--- config.mk ---
export PLATFORM = sky130hd
export DESIGN_NAME = ptypa_gain
export DESIGN_NICKNAME = d
export VERILOG_FILES = /design/src/hdl/ptypa_pkg.sv /design/src/hdl/ptypa_gain.sv
export SDC_FILE = /design/constraint.sdc
export NUM_CORES = 1
export LEC_CHECK = 0
export ABC_AREA = 1
export BUFFER_PORTS_ARGS = -buffer_cell sky130_fd_sc_hd__buf_2
export CAP_MARGIN = 20
export CORE_MARGIN = 5
export CORE_UTILIZATION = 30
export DETAILED_ROUTE_END_ITERATION = 10
export PLACE_DENSITY = 0.48
export REMOVE_ABC_BUFFERS = 1
export SETUP_SLACK_MARGIN = 0.02
export SLEW_MARGIN = 40
export SYNTH_ARGS = -nofsm -noshare
export SYNTH_HDL_FRONTEND = slang
export SYNTH_SLANG_ARGS = --single-unit
--- constraint.sdc ---
create_clock -name clk_i -period 1 [get_ports clk_i]
set_input_delay 0.05 -clock clk_i [delete_from_list [all_inputs] [get_ports clk_i]]
set_output_delay 0.05 -clock clk_i [all_outputs]
set_load 0.01 [all_outputs]
--- src/hdl/ptypa_pkg.sv ---
// Package for the point to yaw / pitch angle unit.
// Widths, payload structs, CORDIC angle table and angle rounding helper.
// No dependencies.
package ptypa_pkg;

  localparam int COORD_WIDTH   = 16;
  localparam int CORDIC_STAGES = 16;

  localparam int YAW_W    = 16;
  localparam int PITCH_W  = 14;
  localparam int CFG_IDX_W = 8;

  localparam logic [CFG_IDX_W-1:0] CFG_Y_OFFSET     = CFG_IDX_W'(0);
  localparam logic [CFG_IDX_W-1:0] CFG_LASER_HEIGHT = CFG_IDX_W'(1);

  localparam int HEIGHT_W = COORD_WIDTH - 1;
  localparam logic [HEIGHT_W-1:0] HEIGHT_RESET = HEIGHT_W'(1600);

  // vy and the pre-rotated operands need two bits over the coordinate
  localparam int VW = COORD_WIDTH + 2;
  localparam int PRESCALE_SH = 12;
  // datapath: pre-rotated operand, prescale and CORDIC growth
  localparam int DW = COORD_WIDTH + 16;
  localparam int ZW = 24;
  localparam int SHW = (CORDIC_STAGES > 1) ? $clog2(CORDIC_STAGES) : 1;

  localparam int ANG_SH   = 8;
  localparam int ANG_HALF = 128;
  localparam int RW = ZW + 1 - ANG_SH;

  localparam int DEG90       = 2949120;
  localparam int YAW_LIMIT   = 23040;
  localparam int PITCH_LIMIT = 11520;

  localparam int GAIN_W   = 16;
  localparam int INV_GAIN = 39797;
  localparam int PW = DW + GAIN_W;

  localparam int ATAN_TAB [32] = '{
    1474560, 870484, 459940, 233473, 117189, 58652, 29333, 14667,
    7334, 3667, 1833, 917, 458, 229, 115, 57,
    29, 14, 7, 4, 2, 1, 0, 0,
    0, 0, 0, 0, 0, 0, 0, 0
  };

  typedef struct packed {
    logic signed [COORD_WIDTH-1:0] x_coord;
    logic signed [COORD_WIDTH-1:0] y_coord;
  } in_t;

  typedef struct packed {
    logic signed [YAW_W-1:0] yaw_angle;
    logic [PITCH_W-1:0]      pitch_angle;
  } out_t;

  typedef struct packed {
    logic                    x_zero;
    logic                    x_pos;
    logic                    vy_neg;
    logic                    vy_zero;
    logic signed [YAW_W-1:0] yaw;
  } side_t;

  typedef struct packed {
    logic signed [DW-1:0] x;
    logic signed [DW-1:0] y;
    logic signed [ZW-1:0] z;
    side_t                side;
  } cordic_t;

  typedef struct packed {
    logic [PW-1:0] prod;
    side_t         side;
  } gain_t;

  function automatic logic signed [RW-1:0] round_angle(logic signed [ZW-1:0] z);
    logic signed [ZW:0] t;
    t = (ZW+1)'(z) + (ZW+1)'(ANG_HALF);
    return RW'(t >>> ANG_SH);
  endfunction

endpackage

--- src/hdl/ptypa_gain.sv ---
// Yaw finish and CORDIC gain correction stage between the two cell chains.
// Depends on ptypa_pkg.
module ptypa_gain (
  input  logic               clk_i,
  input  logic               rst_ni,
  input  logic               en_i,
  input  logic               valid_i,
  input  ptypa_pkg::cordic_t data_i,
  output logic               valid_o,
  output ptypa_pkg::gain_t   data_o
);
  import ptypa_pkg::*;

  localparam logic signed [RW-1:0] YAW_MAX_R = RW'(YAW_LIMIT);
  localparam logic signed [RW-1:0] YAW_MIN_R = RW'(-YAW_LIMIT);

  logic [DW-1:0] mag;
  logic signed [RW-1:0] ang;
  logic signed [YAW_W-1:0] yaw;
  gain_t data_d, data_q;
  logic valid_q;

  always_comb begin
    mag = data_i.x[DW-1] ? '0 : data_i.x;
    ang = round_angle(data_i.z);
    if (data_i.side.x_zero) begin
      yaw = data_i.side.vy_neg ? YAW_W'(YAW_LIMIT) : '0;
    end else if (data_i.side.vy_zero) begin
      yaw = data_i.side.x_pos ? YAW_W'(PITCH_LIMIT) : YAW_W'(-PITCH_LIMIT);
    end else if (ang < YAW_MIN_R) begin
      yaw = YAW_W'(-YAW_LIMIT);
    end else if (ang > YAW_MAX_R) begin
      yaw = YAW_W'(YAW_LIMIT);
    end else begin
      yaw = YAW_W'(ang);
    end
    data_d.prod     = PW'(mag) * PW'(INV_GAIN);
    data_d.side     = data_i.side;
    data_d.side.yaw = yaw;
  end

  always_ff @(posedge clk_i or negedge rst_ni) begin
    if (!rst_ni) begin
      valid_q <= 1'b0;
    end else if (en_i) begin
      valid_q <= valid_i;
    end
  end

  always_ff @(posedge clk_i) begin
    if (en_i) begin
      data_q <= data_d;
    end
  end

  assign valid_o = valid_q;
  assign data_o  = data_q;

endmodule

==> results.sh <==
export IMPL_yosysUniqueCellTypes=41
export IMPL_final_hold_violation_count=0
export IMPL_cts_root_buf="clkbuf_16"
export IMPL_grt_pass1_wl_mm=66.84
export IMPL_cts_htree_levels=3
export IMPL_initial_core_util=0.3039
export IMPL_antenna_cells=0
export IMPL_synth_top_area_cell="fa_1"
export IMPL_reg2reg_depth=1
export IMPL_path_clk_slew_ps=70
export IMPL_slowest_delay_ps=550
export IMPL_cts_sink_count=68
export IMPL_worst_slack_ps=-4096
export IMPL_port_buffers=124
export IMPL_timing_reg2reg_setup_slack_ps=260
export IMPL_maxCapViolCount=0
export IMPL_hold_start="en_i"
export IMPL_yosysTopAreaCellShare=0.3205
export IMPL_routedWlPerCell_um=15.53
export IMPL_rsz0062_at_grt="yes"
export IMPL_vias=11720
export IMPL_fmax_ghz=0.1962
export IMPL_setup_viol=65
export IMPL_cp_max_fo=5
export IMPL_synth_yosys_warnings=0
export IMPL_vias_per_cell=4.371
export IMPL_clockBufferDepth=2
export IMPL_startpoint_type="primary input"
export IMPL_setup_worst_path_class="primary input to flop"
export IMPL_violations="negative setup slack"
export IMPL_ant_nets=0
export IMPL_die_h_um=219.1
export IMPL_cts_tree="done"
export IMPL_placedCellCount=2585
export IMPL_synthToLayoutAreaGrowth_pct=62.42
export IMPL_grt_usage=0.1768
export IMPL_arrival_ps=5190
export IMPL_final_common_cell="buf_4"
export IMPL_finalCriticalPeriod_ps=5096
export IMPL_synth_cell_area_um2=13120
export IMPL_ys_ff_latch=68
export IMPL_min_path_type="primary input to flop"
export IMPL_endpoint_kind="flop"
export IMPL_final_cell_mix="394 x buf_4, 362 x inv_1, 196 x fa_1"
export IMPL_r2r_end="valid_o"
export IMPL_worstPathRequired_ps=1100
export IMPL_skew_ps=0
export IMPL_timing_rr_start="valid_o"
export IMPL_drv_slew=0
export IMPL_grt_pass1_vias=13110
export IMPL_hpwl_mm=34.04
export IMPL_die_w_um=219.1
export IMPL_synth_area_leaders="fa_1 32%, ha_1 17%, edfxtp_1 15%, inv_1 12%, nand2_1 5.4%"
export IMPL_core_area_um2=43170
export IMPL_tns_ps=-165710
export IMPL_whs_endpoint="data_o[13]"
export IMPL_syn_inst=1497
export IMPL_gp_congestion=0.8775
export IMPL_drt_total_wl_mm=41.65
export IMPL_crit_path_top_delay_cell="fa_2"
export IMPL_num_rows=76
export IMPL_post_route_period_util=5.096
export IMPL_cts_made_buffers=9
export IMPL_post_route_util=0.4936
export IMPL_grt_max_degree=26
export IMPL_first_pass_iters=4
export IMPL_antenna_found_initial=0
export IMPL_layout_drive_gt1_share=0.5136
export IMPL_insertion_delay_ps=350
export IMPL_grt_overflow=0
export IMPL_whs_path_depth=1
export IMPL_synth_area_per_cell_um2=8.763
export IMPL_drt_iter0_markers=361
export IMPL_dieArea_um2=48010
export IMPL_io_pins=181
export IMPL_ys_seq_area_frac=0.1553
export IMPL_run_status="complete, but fails checks"
export IMPL_layout_cells_non_filler=2682
export IMPL_nNetsFinal=2596
export IMPL_drc=0
-- sequential cells by signal, summed over array words and instances (netlist names) --
name     cells
valid_o      1
data_o      67
-- synth_stat cells, drive strengths merged --
library cell,count
a21o,4
fa,210
xor2,35
a31oi,8
nand3,35
o221ai,1
a211oi,1
clkinv,1
or2,3
dfrtp,1
buf,3
nand3b,3
nor3,8
nor2,143
o21a,14
ha,182
a31o,2
nand2,193
clkbuf,1
and3,1
o21bai,8
nor4,3
a21boi,3
edfxtp,67
a21oi,69
o21ai,37
nand4,10
mux2,1
conb,1
inv,434
o22ai,1
xnor2,14
-- metrics by stage --
stage	hold slack, ps	setup WS (ps)	area [µm²]
2_1_floorplan	-245.6	-4650	13100
3_3_place_gp	-174.9	-4976	17370
3_5_place_dp	-174.9	-5008	17370
4_1_cts	68.98	-4021	20320
5_1_grt	85.35	-4234	21310
6_report	93.26	-4096	21310
-- final cells by class --
type | instances | area [µm²]
sequential | 68 | 2037
multi-input combinational | 990 | 11940
clock buffer | 9 | 225.2
inverter | 435 | 1705
timing repair buffer | 588 | 4552
tap | 585 | 732.0
clock inverter | 7 | 115.1
fill | 4100 | 21860
-- metal layers --
layer  wire, µm  track usage  vias to the layer above
met4        818      0.04417                        0
met2      21280       0.3186                      147
li1           -            -                     5764
met3       1189      0.01904                       40
met1      18360       0.2272                     5773
met5          0            0                        -
-- worst max path at each step --
stage,end,cells after the start,startpoint,slack [ps]
after global placement,data_o[58],26,data_i[107],-4980
final,data_o[45],25,data_i[107],-4100
after CTS,data_o[49],27,data_i[107],-4020
after detailed placement,data_o[58],26,data_i[107],-5010
after floorplan,data_o[45],28,data_i[107],-4650
after global routing,data_o[45],27,data_i[107],-4230
-- worst max-delay path: cells and delay by family --
family                     cells  cell delay (ps)
AOI/OAI and AO/OA              4              620
xor gates and xnor gates       1              190
adders and majority gates      7             3200
buffers and inverters          8              700
and+or+nand+nor                5              410
-- repair_timing --
| action | CTS | global route |
|---|---|---|
| cloned | 2 | 0 |
| endpoints found under the setup margin | 70 | 74 |
| endpoints found under the hold margin | 6 | 0 |
| gates resized for setup | 498 | 232 |
| setup buffers | 52 | 30 |
| hold buffers | 7 | 0 |
| pin swaps | 194 | 150 |
-- cells by family after synthesis --
family                   count (synthesis)  synth area share
AO/OA/AOI/OAI                          148           0.06533
XOR/XNOR                                49           0.03271
adder cells (fa/ha/maj)                392            0.4940
buffers and inverters                  439            0.1260
flip-flops                              68            0.1553
multiplexers                             1         0.0008583
other                                    1         0.0002858
AND/OR/NAND/NOR                        399            0.1255
Power is left out: the tool's default activity adds up to more than one toggle a clock period on the data nets, which glitch-free logic cannot reach.
