<file path="src/hdl/ptypa_pkg.sv">
// Package for the point to yaw / pitch angle unit.
// Widths, payload structs, CORDIC angle table and angle rounding helper.
// No dependencies.
package ptypa_pkg;

  localparam int COORD_WIDTH   = 16;
  localparam int CORDIC_STAGES = 16;

  localparam int YAW_W    = 16;
  localparam int PITCH_W  = 14;
  localparam int CFG_IDX_W = 8;

  localparam logic [CFG_IDX_W-1:0] CFG_Y_OFFSET     = CFG_IDX_W'(0);
  localparam logic [CFG_IDX_W-1:0] CFG_LASER_HEIGHT = CFG_IDX_W'(1);

  localparam int HEIGHT_W = COORD_WIDTH - 1;
  localparam logic [HEIGHT_W-1:0] HEIGHT_RESET = HEIGHT_W'(1600);

  // vy and the pre-rotated operands need two bits over the coordinate
  localparam int VW = COORD_WIDTH + 2;
  localparam int PRESCALE_SH = 12;
  // datapath: pre-rotated operand, prescale and CORDIC growth
  localparam int DW = COORD_WIDTH + 16;
  localparam int ZW = 24;
  localparam int SHW = (CORDIC_STAGES > 1) ? $clog2(CORDIC_STAGES) : 1;

  localparam int ANG_SH   = 8;
  localparam int ANG_HALF = 128;
  localparam int RW = ZW + 1 - ANG_SH;

  localparam int DEG90       = 2949120;
  localparam int YAW_LIMIT   = 23040;
  localparam int PITCH_LIMIT = 11520;

  localparam int GAIN_W   = 16;
  localparam int INV_GAIN = 39797;
  localparam int PW = DW + GAIN_W;

  localparam int ATAN_TAB [32] = '{
    1474560, 870484, 459940, 233473, 117189, 58652, 29333, 14667,
    7334, 3667, 1833, 917, 458, 229, 115, 57,
    29, 14, 7, 4, 2, 1, 0, 0,
    0, 0, 0, 0, 0, 0, 0, 0
  };

  typedef struct packed {
    logic signed [COORD_WIDTH-1:0] x_coord;
    logic signed [COORD_WIDTH-1:0] y_coord;
  } in_t;

  typedef struct packed {
    logic signed [YAW_W-1:0] yaw_angle;
    logic [PITCH_W-1:0]      pitch_angle;
  } out_t;

  typedef struct packed {
    logic                    x_zero;
    logic                    x_pos;
    logic                    vy_neg;
    logic                    vy_zero;
    logic signed [YAW_W-1:0] yaw;
  } side_t;

  typedef struct packed {
    logic signed [DW-1:0] x;
    logic signed [DW-1:0] y;
    logic signed [ZW-1:0] z;
    side_t                side;
  } cordic_t;

  typedef struct packed {
    logic [PW-1:0] prod;
    side_t         side;
  } gain_t;

  function automatic logic signed [RW-1:0] round_angle(logic signed [ZW-1:0] z);
    logic signed [ZW:0] t;
    t = (ZW+1)'(z) + (ZW+1)'(ANG_HALF);
    return RW'(t >>> ANG_SH);
  endfunction

endpackage

</file>
<file path="src/hdl/ptypa_cordic_cell.sv">
// One vectoring CORDIC micro-rotation with its pipeline register.
// Depends on ptypa_pkg.
module ptypa_cordic_cell (
  input  logic                    clk_i,
  input  logic                    rst_ni,
  input  logic                    en_i,
  input  logic                    valid_i,
  input  logic [ptypa_pkg::SHW-1:0] shift_i,
  input  logic [ptypa_pkg::ZW-1:0]  atan_i,
  input  ptypa_pkg::cordic_t      data_i,
  output logic                    valid_o,
  output ptypa_pkg::cordic_t      data_o
);
  import ptypa_pkg::*;

  logic signed [DW-1:0] x, y, dx, dy;
  logic signed [ZW-1:0] z, at;
  cordic_t data_d, data_q;
  logic valid_q;

  always_comb begin
    x  = data_i.x;
    y  = data_i.y;
    z  = data_i.z;
    at = $signed(atan_i);
    dx = y >>> shift_i;
    dy = x >>> shift_i;
    data_d = data_i;
    if (!y[DW-1]) begin
      data_d.x = x + dx;
      data_d.y = y - dy;
      data_d.z = z + at;
    end else begin
      data_d.x = x - dx;
      data_d.y = y + dy;
      data_d.z = z - at;
    end
  end

  always_ff @(posedge clk_i or negedge rst_ni) begin
    if (!rst_ni) begin
      valid_q <= 1'b0;
    end else if (en_i) begin
      valid_q <= valid_i;
    end
  end

  always_ff @(posedge clk_i) begin
    if (en_i) begin
      data_q <= data_d;
    end
  end

  assign valid_o = valid_q;
  assign data_o  = data_q;

endmodule

</file>
<file path="config.mk">
export PLATFORM = sky130hd
export DESIGN_NAME = ptypa_cordic_cell
export DESIGN_NICKNAME = d
export VERILOG_FILES = /design/src/hdl/ptypa_pkg.sv /design/src/hdl/ptypa_cordic_cell.sv
export SDC_FILE = /design/constraint.sdc
export NUM_CORES = 1
export LEC_CHECK = 0
export ABC_AREA = 0
export BUFFER_PORTS_ARGS = -buffer_cell sky130_fd_sc_hd__clkbuf_2
export CORE_ASPECT_RATIO = 0.5
export CORE_UTILIZATION = 35
export CTS_CLUSTER_SIZE = 14
export DETAILED_ROUTE_END_ITERATION = 10
export MAX_ROUTING_LAYER = met4
export PLACE_DENSITY_LB_ADDON = 0.15
export RECOVER_POWER = 50
export SYNTH_ARGS = -nofsm -noshare
export SYNTH_HDL_FRONTEND = slang
export SYNTH_SLANG_ARGS = --single-unit
</file>
<file path="constraint.sdc">
create_clock -name clk_i -period 0.9 [get_ports clk_i]
set_clock_uncertainty 0.15 [all_clocks]
set_input_delay 0.18 -clock clk_i [delete_from_list [all_inputs] [get_ports clk_i]]
set_output_delay 0.18 -clock clk_i [all_outputs]
set_load 0.02 [all_outputs]
</file>
==> metrics.txt, run 1 <==
maxcap violations=0; Max stage delay cell, worst path=or4_4; routed vias=14500; syn_nets=1610; PD cells=1560 nW/µm²; critical path type=input pin to flip-flop; fillers=3080; Detailed Place HPWL=40600 µm; Clock Pin Slew Worst Setup and Hold Paths=90 ps; P_sw=13.8 mW; gr busiest metal=met2; Worst Setup Slack, final=-3870 ps; ANT cells=0; FMAX=210 MHz; final setup fails=208; Syn Inst Count=1372; worst path required time=880 ps; synthesized area=13100 µm²; gp weighted congestion=0.952; CP Launch Type=input pin; failing checks=negative hold slack, negative setup slack; fin crit share=530%; crit-path cells=buf_12, buf_12, mux4_2, mux4_2, or4_4, or3_4, inv_4, a31oi_1, xnor2_1, ha_1, buf_4, a2111oi_4, o211ai_1, o311ai_2, a211o_1, a31oi_1, mux2i_1, nand2_1; Die W=276 µm; Worst slew margin=60.8%; grt met2 use=42.6%; clk root buf=clkbuf_16; residual overflow from global routing=0; hold_buf cts=22; critical-path maximum fanout=8; RSZ-0062 raised after global routing=true; Slew Limit Fails=0; crit path DAT=4750 ps; status=finished, violations left; dpl ws=-4350 ps; post-synthesis cell type count=79; Rows=49; Post-Route Setup TNS=-271910 ps; vias in the first global route=14600; Post-DRT Antenna Nets=0; drt pass-1 iters=5; register share of total power=22.3%; placed inst area=19400 µm²; Area growth, synth to finish=70.8%; Leak=9.91 nW; largest net degree at the start of global routing=55; routed len/inst=19.5 µm; critical path capture point type=flip-flop; Die Y=139 µm; CTS H-Tree Depth=3; I/O Pins=249; NumNets Final=2451; layout cells sized above 1=56.4%; worst skew pair latency=390 ps; Async S/R FF share, synth=0.917%; FF+latch count, synth=109; Global Route met1 Usage=37.4%; M3 GR Usage=5.06%; CTS Buffer Depth=2; TritonCTS clock tree=yes; Hold/Removal Path Class=input pin to flip-flop; Clock power frac=12.7%; slew at the pin closest to its max-slew limit=582 ps; Finished Cell Area=22400 µm²; area of the core=36400 µm²; Final Hold Vio Count=1; DRT iter0 DRCs=1225; internal cell power=21.0 mW; Period minus WS final=4770 ps; Initial Utilization=36.0%; first-pass GRT wire length=79800 µm; die footprint=38300 µm²; vias per inst=5.38; DRC=0; Synth Warn #=0; Max stage delay on crit path=610 ps; initial antenna violation count=0; Post-synth EDFFs=108; Comb power frac=65.0%; Tot GR Track Use=27.5%; synthesized area per cell=9.56 µm²; VDD IR max=0.00111 V; sequential area share after synthesis=24.9%; Sw Share=39.7%; total clock buffers created by CTS=9; hold slack=-123 ps; Port Buffers=248; main flop type after synthesis=edfxtp_1; total wire length=52600 µm; clk sink count=109
==> timing repair <==
action / in CTS / in global routing
setup endpoints to repair: 197 / 197
pin swaps: 108 / 100
hold endpoints to repair: 22 / 1
setup buffers: 50 / 39
gates resized for setup: 181 / 385
gates cloned: 1 / 0
==> worst max-delay path, delay by kind of cell <==
family	cells	cell delay (ps)
AO/OA/AOI/OAI	6	1370
multiplexers	3	1160
AND/OR/NAND/NOR	3	1040
buffers and inverters	4	510
adder cells (fa/ha/maj)	1	340
XOR/XNOR	1	130
==> final timing paths <==
path	from	to	slack, ps	cells past startpoint
max	shift_i[1]	data_o[106]	-3870	18
min	valid_i	valid_o	-120	2
max reg2reg	valid_o	valid_o	-40	1
min reg2reg	valid_o	valid_o	400	1
max in group asynchronous	rst_ni	valid_o	0	3
min in group asynchronous	rst_ni	valid_o	480	3
==> cells in the final DEF (no fill, tap or decap), drive strengths merged, types with 11 or more instances in the layout <==
cell / synthesis / final
xnor2: 109 / 109
ha: 95 / 95
a21oi: 117 / 117
nand3: 37 / 37
nand2: 106 / 106
o211ai: 15 / 15
inv: 51 / 53
o21ai: 77 / 77
mux2: 36 / 36
nand2b: 16 / 16
nor2: 83 / 83
nor2b: 19 / 19
a31oi: 24 / 24
nor3: 30 / 30
o21bai: 16 / 16
nand4: 11 / 11
mux4: 75 / 75
and2: 13 / 13
dlygate4sd3: 0 / 22
a21o: 34 / 34
clkbuf: 23 / 146
and3: 11 / 11
buf: 38 / 731
mux2i: 53 / 53
xor2: 43 / 43
edfxtp: 108 / 108
a211oi: 12 / 12
o31ai: 11 / 11
==> state kept, by name, indices dropped and copies added (netlist names) <==
signal,flops
data_o,108
valid_o,1
==> power groups by stage <==
stage	logic, mW	clock network [mW]	registers, mW
floorplan	8.63	0	9.23
global placement	18.0	0	7.68
detailed placement	18.2	0	7.71
CTS	20.2	4.63	7.61
global route	24.2	4.75	7.90
finish	22.7	4.44	7.77
==> through the flow <==
step	hold slack (ps)	power [mW]	util [%]	instances
3_3_place_gp	-195	25.7	53.3	2596
4_1_cts	-155	32.4	58.0	2671
2_1_floorplan	-266	17.9	-	1372
5_1_grt	-135	36.8	61.6	2702
3_5_place_dp	-191	25.9	53.3	2596
6_report	-123	34.9	61.6	2702
==> area by class of cell <==
class | count | area [µm²] | share of cell area, %
sequential | 109 | 3270 | 14.6
tap | 484 | 606 | 2.70
clock inverter | 7 | 87.6 | 0.391
timing repair buffer | 891 | 7010 | 31.3
multi-input combinational | 1149 | 11000 | 49.1
inverter | 53 | 213 | 0.949
clock buffer | 9 | 225 | 1.00
==> per-layer routing <==
metal | vias up | part of all wire (%) | wire length (µm)
li1 | 6933 | - | -
met1 | 7076 | 45 | 23700
met2 | 469 | 47 | 24600
met3 | 71 | 6.5 | 3400
met4 | 0 | 1.6 | 854
met5 | - | 0 | 0
==> cells in the mapped netlist, types with 4 or more instances <==
| library cell | n | area, µm² |
|---|---|---|
| xor2_1 | 43 | 377 |
| nor4_1 | 4 | 25.0 |
| or3_1 | 4 | 25.0 |
| edfxtp_1 | 108 | 3240 |
| o21bai_1 | 16 | 120 |
| o41ai_1 | 6 | 52.6 |
| and3_1 | 11 | 68.8 |
| buf_1 | 16 | 60.1 |
| a211o_1 | 7 | 61.3 |
| a21oi_1 | 117 | 586 |
| nand2_1 | 106 | 398 |
| nand2b_1 | 16 | 100 |
| a2111oi_0 | 5 | 43.8 |
| o21ai_0 | 74 | 370 |
| and2_1 | 12 | 75.1 |
| clkbuf_1 | 23 | 86.3 |
| nor2_1 | 83 | 312 |
| inv_1 | 50 | 188 |
| buf_2 | 19 | 95.1 |
| mux2_2 | 35 | 394 |
| nor3_1 | 30 | 150 |
| nand4_1 | 9 | 56.3 |
| a31oi_1 | 24 | 150 |
| o22ai_1 | 4 | 25.0 |
| or4_1 | 5 | 37.5 |
| nor2b_1 | 19 | 119 |
| o21a_1 | 9 | 67.6 |
| o211ai_1 | 15 | 113 |
| o31ai_1 | 11 | 82.6 |
| nand3_1 | 37 | 185 |
| nor3b_1 | 4 | 30.0 |
| mux2i_1 | 53 | 531 |
| or2_2 | 4 | 25.0 |
| o311ai_0 | 5 | 43.8 |
| a211oi_1 | 11 | 82.6 |
| ha_1 | 95 | 1190 |
| a21o_1 | 34 | 255 |
| mux4_2 | 75 | 1690 |
| xnor2_1 | 109 | 955 |
==> cells by family (layout without fill, tap and decap cells) <==
logic type / Yosys count / count (layout) / synth area share [%]
AOI/OAI and AO/OA: 374 / 374 / 18.1
and+or+nand+nor: 361 / 361 / 13.7
muxes: 164 / 164 / 20.0
xor gates and xnor gates: 152 / 152 / 10.1
buffers and inverters: 114 / 960 / 3.59
DFF: 109 / 109 / 24.9
adders and majority gates: 98 / 98 / 9.52
Note: power is estimated with default switching activity, not from simulation.
==> run 2: changes to the inputs <==
Settings changed: REMOVE_ABC_BUFFERS from default to 1, SETUP_SLACK_MARGIN from default to 0.05, TNS_END_PERCENT from default to 20.
==> metrics.txt, run 2 (same netlist as run 1, synthesis figures left out) <==
status=finished, violations left (unchanged); failing checks=negative hold slack, negative setup slack (unchanged); non-filler cells, final=2731 (was 2702); Initial Utilization=36.0% (unchanged); I/O Pins=249 (unchanged); RSZ-0062 raised after global routing=true (unchanged); Die Y=139 µm (unchanged); PD cells=1490 nW/µm² (was 1560 nW/µm²); residual overflow from global routing=0 (unchanged); routed vias=14600 (was 14500); first-pass GRT wire length=78500 µm (was 79800 µm); gp weighted congestion=0.949 (was 0.952); Slew Limit Fails=0 (unchanged); Worst slew margin=63.3% (was 60.8%); critical path type=input pin to flip-flop (unchanged); fin crit share=554% (was 530%); Detailed Place HPWL=39600 µm (was 40600 µm); CTS Buffer Depth=2 (unchanged); Die W=276 µm (unchanged); Final Hold Vio Count=2 (was 1); Post-Route Setup TNS=-273680 ps (was -271910 ps); Post-DRT Antenna Nets=0 (unchanged); initial antenna violation count=3 (was 0); DRC=0 (unchanged); hold_buf cts=21 (was 22); worst path required time=900 ps (was 880 ps); Rows=49 (unchanged); drt pass-1 iters=7 (was 5); Period minus WS final=4990 ps (was 4770 ps); max reg flops=108 (unchanged); VDD IR max=0.000990 V (was 0.00111 V); hold slack=-123 ps (about the same); crit path DAT=4990 ps (was 4750 ps); R2R setup slack=0 ps (was -40 ps); maxcap violations=0 (unchanged); dpl ws=-4770 ps (was -4350 ps); register area=3270 µm² (about the same); critical path capture point type=flip-flop (unchanged); area occupied by multi-input gates=10700 µm² (was 11000 µm²); Tot GR Track Use=26.8% (was 27.5%); Area growth, synth to finish=66.6% (was 70.8%); fillers=3141 (was 3080); CP Launch Type=input pin (unchanged); vias per inst=5.35 (was 5.38); Leak=9.85 nW (was 9.91 nW); CTS H-Tree Depth=3 (unchanged); final setup fails=261 (was 208); clk root buf=clkbuf_16 (unchanged); clk sink count=109 (unchanged); die footprint=38300 µm² (unchanged); worst skew pair latency=390 ps (about the same); Clock Pin Slew Worst Setup and Hold Paths=80 ps (was 90 ps); area of the core=36400 µm² (unchanged); TritonCTS clock tree=yes (unchanged); layout cells sized above 1=54.8% (was 56.4%); Hold/Removal Path Class=input pin to flip-flop (unchanged); DRT iter0 DRCs=864 (was 1225); critical-path maximum fanout=7 (was 8); total clock buffers created by CTS=9 (unchanged); Cells after DPL=2623 (was 2596); largest net degree at the start of global routing=37 (was 55); vias in the first global route=14500 (was 14600); most frequent cells in the layout=buf_4, clkbuf_2, edfxtp_1, nand2_1, xnor2_1 (was buf_4, clkbuf_2, buf_6, edfxtp_1, nand2_1); NumNets Final=2477 (was 2451); Port Buffers=248 (unchanged); Worst Setup Slack, final=-4090 ps (was -3870 ps); slew at the pin closest to its max-slew limit=544 ps (was 582 ps); commonest non-fill, non-tap cell in the layout=buf_4 (unchanged); total power=32.5 mW (was 34.9 mW); total wire length=51300 µm (was 52600 µm); routed len/inst=18.8 µm (was 19.5 µm); FMAX=200 MHz (was 210 MHz)
==> run 2: path summary, 6_finish.rpt <==
check                                start     endpoint  cells past startpoint
max in group asynchronous           rst_ni      valid_o                      2
min in group asynchronous           rst_ni      valid_o                      2
worst max-delay path            shift_i[3]  data_o[106]                     23
worst min register to register     valid_o      valid_o                      1
worst max register to register     valid_o      valid_o                      1
worst min-delay path               valid_i      valid_o                      2
==> run 2: timing repair <==
item,4_1_cts,5_1_grt
cloned,2,0
setup buffers,56,26
pin swaps,129,98
hold endpoints to repair,22,2
resized for setup,254,220
endpoints found under the setup margin,197,197
==> run 2: worst max-delay path, stage by stage <==
cell      delay, ps
buf_8           100
buf_12          140
buf_12          140
mux4_2          310
mux4_2          490
or4_4           600
or3_4           410
inv_4            90
buf_6            90
a41oi_2         100
xor2_1          160
ha_1            320
buf_4           120
nand4_1         150
nor3_2          240
nand3_1         150
o211ai_1        180
o311ai_1        130
buf_4           160
a211o_1         280
a31oi_2         160
mux2i_1         200
nand2_1          70
==> run 2: final cells by class <==
| class | count | share of cell area (%) |
|---|---|---|
| inverter | 53 | 0.939 |
| sequential | 109 | 15.0 |
| tap | 484 | 2.77 |
| timing repair buffer | 917 | 31.2 |
| clock inverter | 7 | 0.338 |
| clock buffer | 9 | 1.03 |
| multi-input combinational | 1149 | 48.8 |
| antenna | 3 | 0.0343 |
==> run 2: where the power goes <==
| part | switching, mW | total (mW) | internal (mW) |
|---|---|---|---|
| logic | 10.3 | 20.7 | 10.4 |
| registers | 0.288 | 7.54 | 7.25 |
| clock network | 2.25 | 4.23 | 1.97 |
| total | 12.8 | 32.5 | 19.7 |
==> run 2: metal layers <==
layer	wire, µm	global-route usage [%]
met5	0	-
met4	1080	7.03
met3	2300	4.19
met2	25400	44.0
met1	22500	34.3
==> run 2: through the flow <==
| step | hold WS [ps] | instance area, µm² | utilization, % |
|---|---|---|---|
| 6_report | -123 | 21900 | 60.0 |
| 4_1_cts | -142 | 21200 | 58.1 |
| 3_3_place_gp | -195 | 19200 | 52.8 |
| 2_1_floorplan | -266 | 12800 | - |
| 3_5_place_dp | -190 | 19200 | 52.8 |
| 5_1_grt | -131 | 21900 | 60.0 |
